===== config.mk =====
export PLATFORM = sky130hd
export DESIGN_NAME = tma_front
export DESIGN_NICKNAME = d
export VERILOG_FILES = /design/src/hdl/tma_pkg.sv /design/src/hdl/tma_front.sv
export SDC_FILE = /design/constraint.sdc
export NUM_CORES = 1
export LEC_CHECK = 0
export BUFFER_PORTS_ARGS = -buffer_cell sky130_fd_sc_hd__buf_4
export CORE_ASPECT_RATIO = 1.1
export CORE_MARGIN = 4
export CORE_UTILIZATION = 42
export DETAILED_ROUTE_END_ITERATION = 6
export GPL_ROUTABILITY_DRIVEN = 0
export GPL_TIMING_DRIVEN = 0
export HOLD_SLACK_MARGIN = 0.08
export PLACE_DENSITY = 0.78
export SLEW_MARGIN = 15
export SYNTH_ARGS = -nofsm -noshare
export SYNTH_HDL_FRONTEND = slang
export SYNTH_SLANG_ARGS = --single-unit

===== constraint.sdc =====
create_clock -name clk -period 13.3 [get_ports clk]
set_input_delay 0 -clock clk [delete_from_list [all_inputs] [get_ports clk]]
set_output_delay 0 -clock clk [all_outputs]
set_load 0.03 [all_outputs]

===== src/hdl/tma_pkg.sv =====
// Shared types, operation codes and helper functions for the transform matrix block.
// No dependencies.
package tma_pkg;

    typedef logic signed [31:0] fx_t;

    // func codes
    localparam logic [2:0] FN_IDENT = 3'd0;
    localparam logic [2:0] FN_ROT   = 3'd1;
    localparam logic [2:0] FN_SCALE = 3'd2;
    localparam logic [2:0] FN_TRANS = 3'd3;
    localparam logic [2:0] FN_LOAD  = 3'd4;
    localparam logic [2:0] FN_MULS  = 3'd5;
    localparam logic [2:0] FN_READ  = 3'd6;
    localparam logic [2:0] FN_NONE  = 3'd7;   // unused code, dropped

    // right-hand operand kinds for one matrix product
    localparam logic [1:0] OK_TRANS = 2'd0;
    localparam logic [1:0] OK_ROT   = 2'd1;
    localparam logic [1:0] OK_SCALE = 2'd2;
    localparam logic [1:0] OK_STORE = 2'd3;

    localparam int unsigned ATAN_LEN = 24;
    localparam logic signed [33:0] CORDIC_KINV = 34'sd652032874;

    // queued command after classification
    typedef struct packed {
        logic [2:0] op;
        logic       pivoted;
        fx_t        angle;
        fx_t        px;
        fx_t        py;
        fx_t        a;
        fx_t        b;
        logic [3:0] idx;
    } cmd_t;

    function automatic fx_t sat32(input logic signed [63:0] v);
        fx_t r;
        if (v > 64'sd2147483647)
            r = 32'sh7fffffff;
        else if (v < -64'sd2147483648)
            r = 32'sh80000000;
        else
            r = v[31:0];
        return r;
    endfunction

    function automatic fx_t neg_sat(input fx_t v);
        logic signed [63:0] w;
        w = -{{32{v[31]}}, v};
        return sat32(w);
    endfunction

    // arctangent table in degrees, 24 fraction bits
    function automatic logic [31:0] atan_q24(input logic [4:0] i);
        logic [31:0] r;
        case (i)
            5'd0:    r = 32'd754974720;
            5'd1:    r = 32'd445687602;
            5'd2:    r = 32'd235489088;
            5'd3:    r = 32'd119537938;
            5'd4:    r = 32'd60000934;
            5'd5:    r = 32'd30029717;
            5'd6:    r = 32'd15018523;
            5'd7:    r = 32'd7509720;
            5'd8:    r = 32'd3754917;
            5'd9:    r = 32'd1877466;
            5'd10:   r = 32'd938734;
            5'd11:   r = 32'd469367;
            5'd12:   r = 32'd234684;
            5'd13:   r = 32'd117342;
            5'd14:   r = 32'd58671;
            5'd15:   r = 32'd29335;
            5'd16:   r = 32'd14668;
            5'd17:   r = 32'd7334;
            5'd18:   r = 32'd3667;
            5'd19:   r = 32'd1833;
            5'd20:   r = 32'd917;
            5'd21:   r = 32'd458;
            5'd22:   r = 32'd229;
            5'd23:   r = 32'd115;
            default: r = 32'd0;
        endcase
        return r;
    endfunction

endpackage


===== src/hdl/tma_front.sv =====
// Front end: accepts input transactions, classifies them, and queues commands.
// Depends on tma_pkg.
module tma_front (
    input  logic             clk,
    input  logic             rst_n,
    input  logic             in_valid,
    output logic             in_stall,
    input  logic [2:0]       func,
    input  tma_pkg::fx_t     angle_deg,
    input  tma_pkg::fx_t     pivot_x,
    input  tma_pkg::fx_t     pivot_y,
    input  tma_pkg::fx_t     scale_x,
    input  tma_pkg::fx_t     scale_y,
    input  tma_pkg::fx_t     shift_x,
    input  tma_pkg::fx_t     shift_y,
    input  logic [3:0]       element_index,
    input  tma_pkg::fx_t     element_value,
    output tma_pkg::cmd_t    q_cmd,
    output logic             q_valid,
    input  logic             q_pop
);
    import tma_pkg::*;

    cmd_t       q_mem_reg [0:1];
    logic       wr_ptr_reg;
    logic       rd_ptr_reg;
    logic [1:0] count_reg;
    cmd_t       cls;
    logic       keep;
    logic       push;

    always_comb
    begin
        cls.op      = func;
        cls.pivoted = (pivot_x != 32'sd0) || (pivot_y != 32'sd0);
        cls.angle   = angle_deg;
        cls.px      = pivot_x;
        cls.py      = pivot_y;
        cls.idx     = element_index;
        cls.a       = '0;
        cls.b       = '0;
        case (func)
            FN_SCALE:
            begin
                cls.a = scale_x;
                cls.b = scale_y;
            end
            FN_TRANS:
            begin
                cls.a = shift_x;
                cls.b = shift_y;
            end
            FN_LOAD:
            begin
                cls.a = element_value;
            end
            default:
            begin
                cls.a = '0;
                cls.b = '0;
            end
        endcase
        // unused code and zero-angle rotate leave the state alone: drop them
        keep = (func != FN_NONE) && !((func == FN_ROT) && (angle_deg == 32'sd0));
    end

    assign in_stall = (count_reg == 2'd2);
    assign push     = in_valid && !in_stall && keep;
    assign q_valid  = (count_reg != 2'd0);
    assign q_cmd    = q_mem_reg[rd_ptr_reg];

    always_ff @(posedge clk or negedge rst_n)
    begin
        if (!rst_n)
        begin
            wr_ptr_reg <= 1'b0;
            rd_ptr_reg <= 1'b0;
            count_reg  <= 2'd0;
        end
        else
        begin
            if (push)
                wr_ptr_reg <= ~wr_ptr_reg;
            if (q_pop && q_valid)
                rd_ptr_reg <= ~rd_ptr_reg;
            if (push && !(q_pop && q_valid))
                count_reg <= count_reg + 2'd1;
            else if (!push && q_pop && q_valid)
                count_reg <= count_reg - 2'd1;
        end
    end

    always_ff @(posedge clk)
    begin
        if (push)
            q_mem_reg[wr_ptr_reg] <= cls;
    end

endmodule


* Word level (Yosys, flattened, before mapping)
Memory sizes are Yosys's and may differ from the RTL's.
Cells that the tools add are included.
** Storage, ports and cells
- Input bits :: 267
- RAM bits :: 336
- Output and inout bits :: 170
- Register bits :: 4
- Bits in read-only memories :: 0
- Memories kept :: 1
- Bits in latches :: 0
** Memories
- q_mem_reg :: depth 2, width 168, read ports 1, clocked after Yosys merged registers in 0, write ports 1, line tma_front.sv:24 : cmd_t q_mem_reg [0:1];
** Operators by class
- Bitwise gates (word level) :: 2
- Divide/modulo/power cells :: 0
- Reduce and logical (&&, ||, !) cells :: 18
- Shift-type cells :: 0
- Multiply operators :: 0
- Equal/unequal tests :: 6
- $lt $le $gt $ge :: 0
- Multiplexer cells :: 6
- Add/subtract/negate cells :: 2
** Operator list (number)
- $pmux 32 s3 :: 1
- $pmux 32 s2 :: 1
- $reduce_bool 32->1 :: 2
- $logic_not 32->1 :: 1
- $logic_and 1x1->1 :: 8
- $eq 3x2->1 const B :: 2
- $logic_not 1->1 :: 4
- $mux 2 :: 2
- $reduce_bool 2->1 :: 2
- $eq 3x1->1 const B :: 1
- $eq 3x3->1 const B :: 1
- $ne 3x3->1 const B :: 1
- $add 2x1->2 const B :: 1
- $eq 2x2->1 const B :: 1
- $mux 1 :: 2
- $not 1->1 :: 2
- $sub 2x1->2 const B :: 1
- $logic_or 1x1->1 :: 1

* Longest topological paths before layout
Gate-level depths: netlist (run 1).
- Word-level depth :: 10
- Depth in mapped cells :: 5
- Gate-level depth less buffers :: 5

* Least setup slack after synthesis (run 1)
No wires, ideal clock.
- Path type :: register -> register
- Start point :: register count_reg[0]
- End point :: memory q_mem_reg[0][0] (netlist bit), enable pin
- Path buffers :: 0
- Arrival time :: 12.013 ns
- Stages on the path, launching flop included :: 4
- Clock period less this slack :: 12.916 ns
- Path slack :: 0.384 ns
- Required time :: 12.397 ns
- Setup time :: 0.903 ns
- Cell sequence :: dfrtp_1 > nand2b_1 > nand3_1 > nor3_1
** On the way
- Cells in the longest elaborated chain, start to end :: 6
** RTL lines
- start: declaration :: line tma_front.sv:27 : logic [1:0] count_reg;
- start signal: assignment :: line tma_front.sv:87 : count_reg <= count_reg + 2'd1;
- start signal: assignment :: line tma_front.sv:89 : count_reg <= count_reg - 2'd1;
- $eq 2x2->1 :: line tma_front.sv:67 : assign in_stall = (count_reg == 2'd2);
- $logic_not 1->1 :: line tma_front.sv:68 : assign push = in_valid && !in_stall && keep;
- $logic_and 1x1->1 (2 in a row) :: line tma_front.sv:68
- $mux 1 :: line tma_front.sv:95 : if (push)
- $mux 1 (not written as such) :: line tma_front.sv:96 : q_mem_reg[wr_ptr_reg] <= cls;
- end: declaration :: line tma_front.sv:24
No other way between the ends.

==> key figures, run 1 <==
Status
  – Status: finished, final reports clean

Timing
  – Fin crit share: 0.194
  – Final TNS setup: 0 ns
  – Setup slack after layout: about 11 ns
  – F_max: 387 MHz
  – Skew final: 0.0143 ns
  – Worst-Margin Slew: approximately 0.84 ns
  – Fin. Hold Viols: 0
  – RSZ-0062 raised after global routing: no
  – Minimum clock period: roughly 2.6 ns
  – Hold Worst Slack: 0.107 ns
  – Final setup fails: 0
  – Final Max Tran Viols: 0
  – Max_slew headroom: 0.437

Setup path
  – Reg2Reg Depth: 7
  – R2r setup slk: 10.74 ns
  – Critical path class: register to output port
  – CP required: 13.30 ns
  – CP arrival: 2.58 ns
  – Crit end category: output port
  – Startpoint Class: register
  – Worst r2r src: count_reg[0]
  – Reg2Reg Capture Point: q_mem_reg[0][60]
  – Worst-path fanout max: 10

Clock tree
  – CTS resizes: 0
  – CTS H-Tree Depth: 2
  – Num CTS Buffers: 35
  – Clock transition at the registers of the reported paths: 0.06 ns
  – Worst-Skew Late Latency: ~0.50 ns
  – CTS tree: done
  – CTS root buf: clkbuf_16
  – CTS Sinks: 340
  – Worst-case clock buffer depth: 3

Min path
  – Hold wc startpoint: scale_x[10]
  – Hold Path Class: input port to register
  – Hold path depth: 3
  – End of the worst hold path: q_mem_reg[0][46]

Synthesis
  – Synth Net Count: 1026
  – Synth warn: 0
  – Mapped Cells: 759
  – Largest cells by area after synthesis: edfxtp_1 74%, mux2_2 14%, mux2i_1 4.7%, o21ai_0 1.1%, nor4_1 1.1%
  – Syn Std Cell Area: about 0.014 mm^2
  – Seq cells post-synth: 340
  – Syn Area/Cell: between 15 and 20 um^2
  – Register area share after synthesis: 0.746
  – Synth area leader: edfxtp_1
  – Netlist cell types: 27
  – Top-area cell type share of the netlist area: 0.739

Final layout
  – FF/Latch Area: approximately 0.010 mm^2
  – Layout net count: 1753
  – Layout cells sized above 1: 0.464
  – Fin cells: 1932
  – Area of the multi-input gates: 0.00330 mm^2
  – Area growth syn-to-layout: 54.5%
  – Max reg flops: 336
  – Number of filler cells placed in the layout: 2010

Placement
  – Dpl cells: 1637
  – Setup slack at placement: 10.78 ns
  – HPWL after DPL: 27600 um
  – I/O Buffers: 436

Drt
  – DR vias: 9829
  – DRT Pass-1 Iters: 5
  – Post-DR vias/cell: 5.09
  – DRC: 0
  – Routed WL per cell: 21.4 um
  – Total Wirelength: 41400 um
  – Routed Antenna Nets: 0
  – 1st-iter DRT viols: 488

Global routing
  – Initial antenna violation count: 1
  – Grt ovf: 0
  – First-pass GRT wire length: 62600 um
  – GRT Overall Usage: 0.226
  – Vias in the first global route: about 11000
  – Largest net degree at the start of global routing: 59

Power
  – Pleak: between 8 and 9 nW
  – Max VDD drop: 0.000111 V
  – Pwr dens: 194 mW/mm^2

Floorplan
  – Io pins: 437
  – Cell Rows: 68
  – Die area: 0.0355 mm^2
  – Core area: 0.0317 mm^2
  – Initial Util: 0.430
  – Die Width: 180 um
  – Die Y: 197 um

Flow run
  – MaxCap Viol Count: 0
-- how the worst max path moves through the flow --
stage / to / cells after the start / slack [ns] / startpoint
2_1_floorplan: q_mem_reg[0][0] / 3 / 0.38 / count_reg[0]
3_3_place_gp: q_mem_reg[0][105] / 3 / -6.37 / count_reg[0]
3_5_place_dp: q_mem_reg[0][49] / 7 / 10.78 / count_reg[0]
4_1_cts: q_cmd[83] / 5 / 10.62 / rd_ptr_reg
5_1_grt: q_mem_reg[0][32] / 7 / 10.55 / count_reg[0]
6_report: q_cmd[83] / 5 / 10.72 / rd_ptr_reg
-- worst max-delay path, cell delays in order (launching register included) --
cell and delay, ns:
dfrtp_1 0.32, buf_2 0.16, clkbuf_1 0.60, buf_2 0.41, mux2_2 0.41, buf_4 0.18
-- layer usage --
| layer | global-route usage | routed length (um) | vias up |
|---|---|---|---|
| met5 | 0 | 0 | - |
| met4 | 0.0785 | 1490 | 0 |
| met3 | 0.0613 | 3290 | 90 |
| met2 | 0.431 | 22500 | 453 |
| met1 | 0.241 | 14100 | 4865 |
| li1 | - | - | 4421 |
-- Yosys cell counts, drive strengths merged --
master and number:
edfxtp 336, mux2 168, mux2i 64, nand2 34, nor2 34, o21ai 31
buf 25, nor4 23, clkbuf 11, nand4 5, dfrtp 4, nor3 4
nand2b 3, nand3 3, inv 2, xnor2 2, xor2 2, and2 1
nor4b 1, o22ai 1, o31a 1, o32ai 1, or2 1, or2b 1
or4 1
-- cell families (layout without fill, tap and decap cells) --
family	Yosys count	in the layout	synth area share
multiplexers	232	232	0.186
XOR/XNOR	4	4	0.00257
flip-flops	340	340	0.746
AO/OA/AOI/OAI	34	34	0.0132
other	0	1	0
AND/OR/NAND/NOR	111	111	0.0396
buffers and inverters	38	790	0.0127
-- through the flow --
stage	area [um^2]	power, W	utilization
floorplan	13700	0.00253	-
global placement	17500	0.00316	0.550
detailed placement	17700	0.00311	0.558
CTS	21100	0.00411	0.665
global route	21100	0.00425	0.665
finish	21100	0.00409	0.665
-- layout make-up --
class,count,share of cell area
clock buffer,42,0.0428
inverter,2,0.000356
antenna,1,0.000119
buffer,36,0.00789
clock inverter,20,0.00795
sequential,340,0.483
multi-input combinational,381,0.156
tap,420,0.0249
timing repair buffer,690,0.277
-- cell usage in the layout (no fill, tap or decap), types with 2 or more instances in the layout --
cell	n
xor2_1	2
buf_16	2
nand2b_1	3
o21ai_0	31
clkbuf_16	35
nand2_1	34
buf_2	25
mux2_2	168
nand4_1	5
xnor2_1	2
bufinv_16	3
nor2_1	33
dlygate4sd3_1	232
mux2i_1	64
buf_6	6
nor3_1	2
inv_1	2
nor4_1	23
clkbuf_1	18
dfrtp_1	4
clkinv_1	12
buf_4	449
clkinv_2	3
nand3_1	3
edfxtp_1	336
-- what timing repair did --
item / CTS / global route
hold buffers: 232 / 0
setup buffers: 0 / 0
hold endpoints to repair: 344 / 0
-- power by group --
| part | switching [W] | total [W] | internal [W] |
|---|---|---|---|
| combinational | 0.000990 | 0.00168 | 0.000685 |
| sequential | 0.0000510 | 0.00149 | 0.00143 |
| clock | 0.000388 | 0.000930 | 0.000541 |
No activity file was read; power rests on OpenSTA's default activity.
==> run 2: changes to the inputs <==
ABC_AREA = 1   (was default)
PLACE_DENSITY = 0.77   (was 0.78)
clock period = 2.3 ns   (was 13.3 ns; I/O delays follow)
==> run 2 against run 1 <==
  * Clock power increased to 5.8 times the previous value
  * Register-to-register slack worse by 11 ns
  * Design area up 2.6%
  * Flip-flop and latch count unchanged
  * First-iteration DRC count up 98%
  * Total power increased to 6.2 times the previous value
  * Synthesized area rose by 2.0%
  * Clock skew is 0.0018 ns higher
  * Sequential share of layout area is 1.2 points lower
  * Highest routed layer unchanged
  * Cell count grew 25%
==> key figures, run 2 <==
Global routing
  – Initial antenna violation count: 0
  – Largest net degree at the start of global routing: 29
  – GRT Overall Usage: 0.245
  – Grt ovf: 0
  – First-pass GRT wire length: 69200 um
  – Vias in the first global route: 12800

Drt
  – DRC: 0
  – DRT Pass-1 Iters: 5
  – 1st-iter DRT viols: 968
  – Routed Antenna Nets: 0
  – Post-DR vias/cell: 5.13
  – Routed WL per cell: 19.4 um
  – Total Wirelength: 46900 um
  – DR vias: 12400

Setup path
  – Worst-path fanout max: 10
  – Critical path's top delay family: buffers and inverters
  – Critical path class: input port to register
  – R2r setup slk: approximately 0.10 ns
  – CP Buf/Inv Count: 6
  – CP arrival: 2.64 ns
  – Reg2Reg Capture Point: q_mem_reg[1][70]
  – CP Cell Sequence: dlygate4sd3_1 > buf_4 > buf_6 > buf_2 > buf_1 > nand3_1 > nand3_1 > dlygate4sd3_1
  – CP required: about 2.6 ns
  – Reg2Reg Depth: 8
  – Crit end category: register
  – Worst r2r src: count_reg[1]
  – Startpoint Class: input port
  – Critical-path top delay cell: dlygate4sd3_1
  – Crit-path max cell delay: 0.63 ns

Clock tree
  – Worst-Skew Late Latency: 0.50 ns
  – CTS H-Tree Depth: 2
  – Clock transition at the registers of the reported paths: 0.06 ns
  – CTS Sinks: 340
  – CTS root buf: clkbuf_16
  – CTS tree: done
  – Num CTS Buffers: 35
  – Worst-case clock buffer depth: 3

Timing
  – Final setup fails: 0
  – Worst-Margin Slew: 0.678 ns
  – Fin crit share: 0.998
  – Final TNS setup: 0 ns
  – Max_slew headroom: 0.548
  – Hold Worst Slack: 0.217 ns
  – F_max: roughly 440 MHz
  – Minimum clock period: 2.30 ns
  – Fin. Hold Viols: 0
  – Skew final: ~0.016 ns
  – Final Max Tran Viols: 0

Final layout
  – Max reg flops: 336
  – Area growth syn-to-layout: 55.4%
  – Number of filler cells placed in the layout: roughly 2200
  – Layout net count: 2237
  – Most common cell after layout, fill and taps aside: nand2_1
  – Commonest cells after routing, fill and taps aside: 560 x nand2_1, 446 x buf_4, 336 x edfxtp_1
  – Layout cells sized above 1: 0.278

Min path
  – Hold wc startpoint: func[0]
  – Hold Path Class: input port to register
  – Hold path depth: 5
  – End of the worst hold path: count_reg[0]

Floorplan
  – Die Y: between 150 and 200 um
  – Die Width: 182 um
  – Core area: 0.0325 mm^2
  – Die area: 0.0361 mm^2
  – Io pins: around 440
  – Cell Rows: 69
  – Initial Util: 0.428

Power
  – Max VDD drop: 0.000703 V
  – Pleak: 9.52 nW
  – Pwr dens: 1170 mW/mm^2

Synthesis
  – Syn Std Cell Area: roughly 0.014 mm^2
  – Top-area cell type share of the netlist area: 0.725
  – Synth Flop Type: edfxtp_1
  – Synth warn: 0
  – Post-synth top cells: 561 x nand2_1, 336 x edfxtp_1, 101 x nand3_1
  – Async SR Flop Fraction: 0.0118
  – EDFF count, synth: 336
  – Seq cells post-synth: 340
  – Largest cells by area after synthesis: edfxtp_1 72%, nand2_1 15%, nand3_1 3.6%, nand4_1 1.6%, inv_1 1.4%
  – Mapped Cells: about 1200
  – Netlist cell types: 22
  – Syn Area/Cell: 11.3 um^2
  – Register area share after synthesis: 0.732
  – Synth area leader: edfxtp_1
  – Synth Net Count: approximately 1500
  – Count leader, synth: nand2_1

Placement
  – I/O Buffers: between 400 and 500
  – HPWL after DPL: 31100 um

Status
  – Status: finished, final reports clean

Flow run
  – MaxCap Viol Count: 0
[run 2: cell types whose count changed after synthesis, moves of 7 or more]
cell / before / now
nand2_1: 34 / 561
mux2_2: 168 / 0
nand3_1: 3 / 101
mux2i_1: 64 / 0
inv_1: 2 / 52
nand4_1: 5 / 36
clkbuf_1: 11 / 35
nor2_1: 33 / 22
buf_1: 0 / 8
nor4_1: 23 / 16
[run 2: repair_timing]
item                       CTS  global route
pin swaps                    2             2
cloned                       1             2
setup buffers                4             5
hold buffers               236             0
gates resized for setup      5            28
setup endpoints to repair  277           226
hold endpoints to repair   344             0
[run 2: layer usage]
metal	share of wire	wire length (um)	vias up	GRT usage
met4	0.040	1880	0	0.0979
met2	0.51	24100	737	0.443
met3	0.096	4500	142	0.0664
met1	0.35	16400	5862	0.276
li1	-	-	5699	-
met5	0	0	-	0
[run 2: power by group]
part / switching, W / internal, W
Combinational: 0.00750 / 0.00376
Sequential: 0.000306 / 0.00828
Clock: 0.00225 / 0.00315
Total: 0.0101 / 0.0152
[run 2: how the worst max path moves through the flow]
stage	from	to	slack [ns]	cells past startpoint
finish	func[1]	q_mem_reg[1][36]	0.005	8
global route	count_reg[1]	q_mem_reg[1][83]	-0.02	8
CTS	rd_ptr_reg	q_cmd[77]	-0.12	7
detailed placement	count_reg[1]	q_mem_reg[1][84]	-0.46	9
global placement	count_reg[1]	q_mem_reg[1][79]	-2.96	5
floorplan	count_reg[1]	q_mem_reg[1][0]	-1.54	5
[run 2: cell type report]
| cell class | instances | area (um^2) | share of cell area |
|---|---|---|---|
| tap | 426 | 533 | 0.0246 |
| antenna | 2 | 5.00 | 0.000231 |
| clock buffer | 43 | 948 | 0.0438 |
| buffer | 67 | 314 | 0.0145 |
| timing repair buffer | 695 | 6030 | 0.279 |
| sequential | 340 | 10200 | 0.471 |
| clock inverter | 19 | 144 | 0.00665 |
| inverter | 54 | 204 | 0.00943 |
| multi-input combinational | 777 | 3270 | 0.151 |
[run 2: logic make-up after synthesis]
| group | share of synthesized area |
|---|---|
| and+or+nand+nor | 0.219 |
| DFF | 0.732 |
| buffers and inverters | 0.0355 |
| AOI/OAI and AO/OA | 0.0127 |
| xor gates and xnor gates | 0.00126 |
[run 2: worst min-delay path, stage by stage]
cell and delay, ns:
buf_4 0.09, buf_4 0.20, a31oi_2 0.15, nand2_2 0.15, xor2_1 0.09
[run 2: stage by stage]
stage	setup WS [ns]	util	power [W]	cell area, um^2	cells
after floorplan	-1.54	-	0.0148	13900	1237
after global placement	-2.96	0.545	0.0190	17700	2099
after detailed placement	-0.464	0.555	0.0194	18100	2113
after CTS	-0.121	0.663	0.0252	21600	2416
after global routing	-0.0220	0.665	0.0264	21600	2421
final	0.00486	0.665	0.0253	21600	2423
==> run 3: changes to the inputs <==
CELL_PAD_IN_SITES_DETAIL_PLACEMENT = 1   (was default)
CELL_PAD_IN_SITES_GLOBAL_PLACEMENT = 1   (was default)
CORE_UTILIZATION = 35   (was 42)
PLACE_DENSITY = 0.82   (was 0.77)
==> run 3 against run 2 <==
  * Cell count is 3.1% higher
  * Register-to-register slack better by 0.08 ns
  * Critical path type unchanged
  * Critical endpoint is now q_mem_reg[0][98]
  * Clock-buffer cell count is 8 higher
  * Non-clock buffer count is 10 lower
  * Wire length is 22% higher
  * Combinational power hardly changed
  * First-iteration DRC count is 21% lower
  * Clock skew is 0.00079 ns lower
  * Largest power group unchanged
  * Clock power is 5.7% higher
==> key figures, run 3 (synthesized netlist as in run 2, its figures left out) <==
Status
  – Status: finished, final reports clean

Clock tree
  – Clock transition at the registers of the reported paths: approximately 0.06 ns
  – Worst-Skew Late Latency: 0.52 ns
  – CTS H-Tree Depth: 2
  – CTS Sinks: 340
  – CTS root buf: clkbuf_16
  – Num CTS Buffers: 37
  – CTS tree: done
  – Worst-case clock buffer depth: 3

Global routing
  – Initial antenna violation count: 3
  – First-pass GRT wire length: 84100 um
  – Largest net degree at the start of global routing: 69
  – Grt ovf: 0
  – Vias in the first global route: around 15000
  – GRT Overall Usage: 0.255

Drt
  – Top sig layer: met4
  – DR WL met3: 4150 um
  – DR vias: around 13000
  – DRC: 0
  – 1st-iter DRT viols: 760
  – Routed WL per cell: ~23 um
  – Total Wirelength: 57300 um
  – DRT Pass-1 Iters: 5
  – Routed met1 length: 20200 um
  – Routed Antenna Nets: 0
  – Post-DR vias/cell: 5.07
  – Met2 wire length: 30400 um

Floorplan
  – Core area: 0.0393 mm^2
  – Initial Util: 0.354
  – Cell Rows: 76
  – Io pins: 437
  – Die area: 0.0430 mm^2
  – Die Width: between 150 and 200 um
  – Die Y: 217 um

Min path
  – Hold Path Class: input port to register
  – Hold wc startpoint: pivot_y[23]

Setup path
  – Critical path class: input port to register
  – CP required: 2.52 ns
  – Startpoint Class: input port
  – Worst r2r src: count_reg[0]
  – CP arrival: 2.44 ns
  – Worst-path fanout max: 34
  – Setup crit start: func[0]
  – Crit end category: register

Power
  – Max VDD drop: 0.000590 V
  – Pleak: about 9.5 nW
  – Pwr dens: about 1200 mW/mm^2

Timing
  – Max_slew headroom: 0.558
  – Fin crit share: 0.964
  – Final Max Tran Viols: 0
  – Final setup fails: 0
  – Skew final: roughly 0.015 ns
  – F_max: approximately 450 MHz
  – Minimum clock period: 2.22 ns
  – Fin. Hold Viols: 0
  – Worst-Margin Slew: between 0.6 and 0.7 ns

Placement
  – Dpl cells: between 2000 and 2500
  – I/O Buffers: between 400 and 500
  – HPWL after DPL: ~35000 um

Final layout
  – Layout net count: ~2200
  – Most common cell after layout, fill and taps aside: nand2_1
  – Area growth syn-to-layout: 55.9%
  – Commonest cells after routing, fill and taps aside: 560 x nand2_1, 439 x buf_4, 336 x edfxtp_1
  – Number of filler cells placed in the layout: between 4000 and 5000
  – Max reg flops: 336
  – FF/Latch Area: 0.0102 mm^2
  – Fin cells: between 2000 and 2500
  – Final design utilization: 0.552
  – Area of the multi-input gates: 0.00326 mm^2
  – Layout cells sized above 1: 0.276

Flow run
  – MaxCap Viol Count: 0
## run 3: what timing repair did
item | CTS | global route
gates cloned | 0 | 2
gates resized for setup | 15 | 19
buffers inserted | 2 | 0
endpoints found under the setup margin | 218 | 236
endpoints found under the hold margin | 344 | 0
pin swaps | 2 | 0
hold buffers | 237 | 0
## run 3: where the power goes
group          leakage, nW  internal, W  switching, W  total (W)
Sequential            3.18      0.00829      0.000366    0.00866
Clock                0.552      0.00328       0.00243    0.00571
Combinational         5.77      0.00370       0.00787     0.0116
Total                 9.50       0.0153        0.0107     0.0259
## run 3: final timing paths
| check | end | depth (start not counted) | slack [ns] |
|---|---|---|---|
| max in group asynchronous | wr_ptr_reg | 3 | 1.71 |
| worst min-delay path | q_mem_reg[0][91] | 2 | 0.22 |
| min in group asynchronous | count_reg[1] | 3 | 0.41 |
| worst max-delay path | q_mem_reg[0][98] | 13 | 0.08 |
| worst min register to register | count_reg[1] | 3 | 0.59 |
| worst max register to register | q_mem_reg[0][98] | 7 | 0.18 |
## run 3: routing by layer
layer / vias up / GRT usage
met3: 162 / 0.0599
met2: 599 / 0.481
met4: 0 / 0.104
met1: 6226 / 0.270
li1: 5678 / -
met5: - / 0
## run 3: cell type report
| cell class | instances | area share |
|---|---|---|
| multi-input combinational | 776 | 0.150 |
| clock buffer | 51 | 0.0461 |
| timing repair buffer | 686 | 0.273 |
| clock inverter | 14 | 0.00634 |
| inverter | 54 | 0.00940 |
| sequential | 340 | 0.470 |
| antenna | 3 | 0.000346 |
| buffer | 66 | 0.0151 |
| tap | 507 | 0.0292 |
## run 3: worst max-delay path, stage by stage
cell and delay [ns]:
dlygate4sd3_1 0.55, buf_4 0.15, buf_4 0.20, nand2_1 0.13
nor2_1 0.06, nand2_1 0.06, nor2_1 0.04, nand3_1 0.19
nand2_2 0.16, nor2_4 0.18, buf_12 0.21, buf_16 0.24
buf_16 0.20
## run 3: through the flow
step	power (W)	instance area, um^2	hold slack [ns]	TNS (ns)	worst slack (ns)
2_1_floorplan	0.0148	13900	-0.296	-513.76	-1.54
3_3_place_gp	0.0192	17800	-0.197	-1026.87	-3.08
3_5_place_dp	0.0197	18200	-0.198	-51.39	-0.596
4_1_cts	0.0257	21600	0.182	0	0.00592
5_1_grt	0.0271	21700	0.204	-0.00102	-0.00102
6_report	0.0259	21700	0.223	0	0.0817
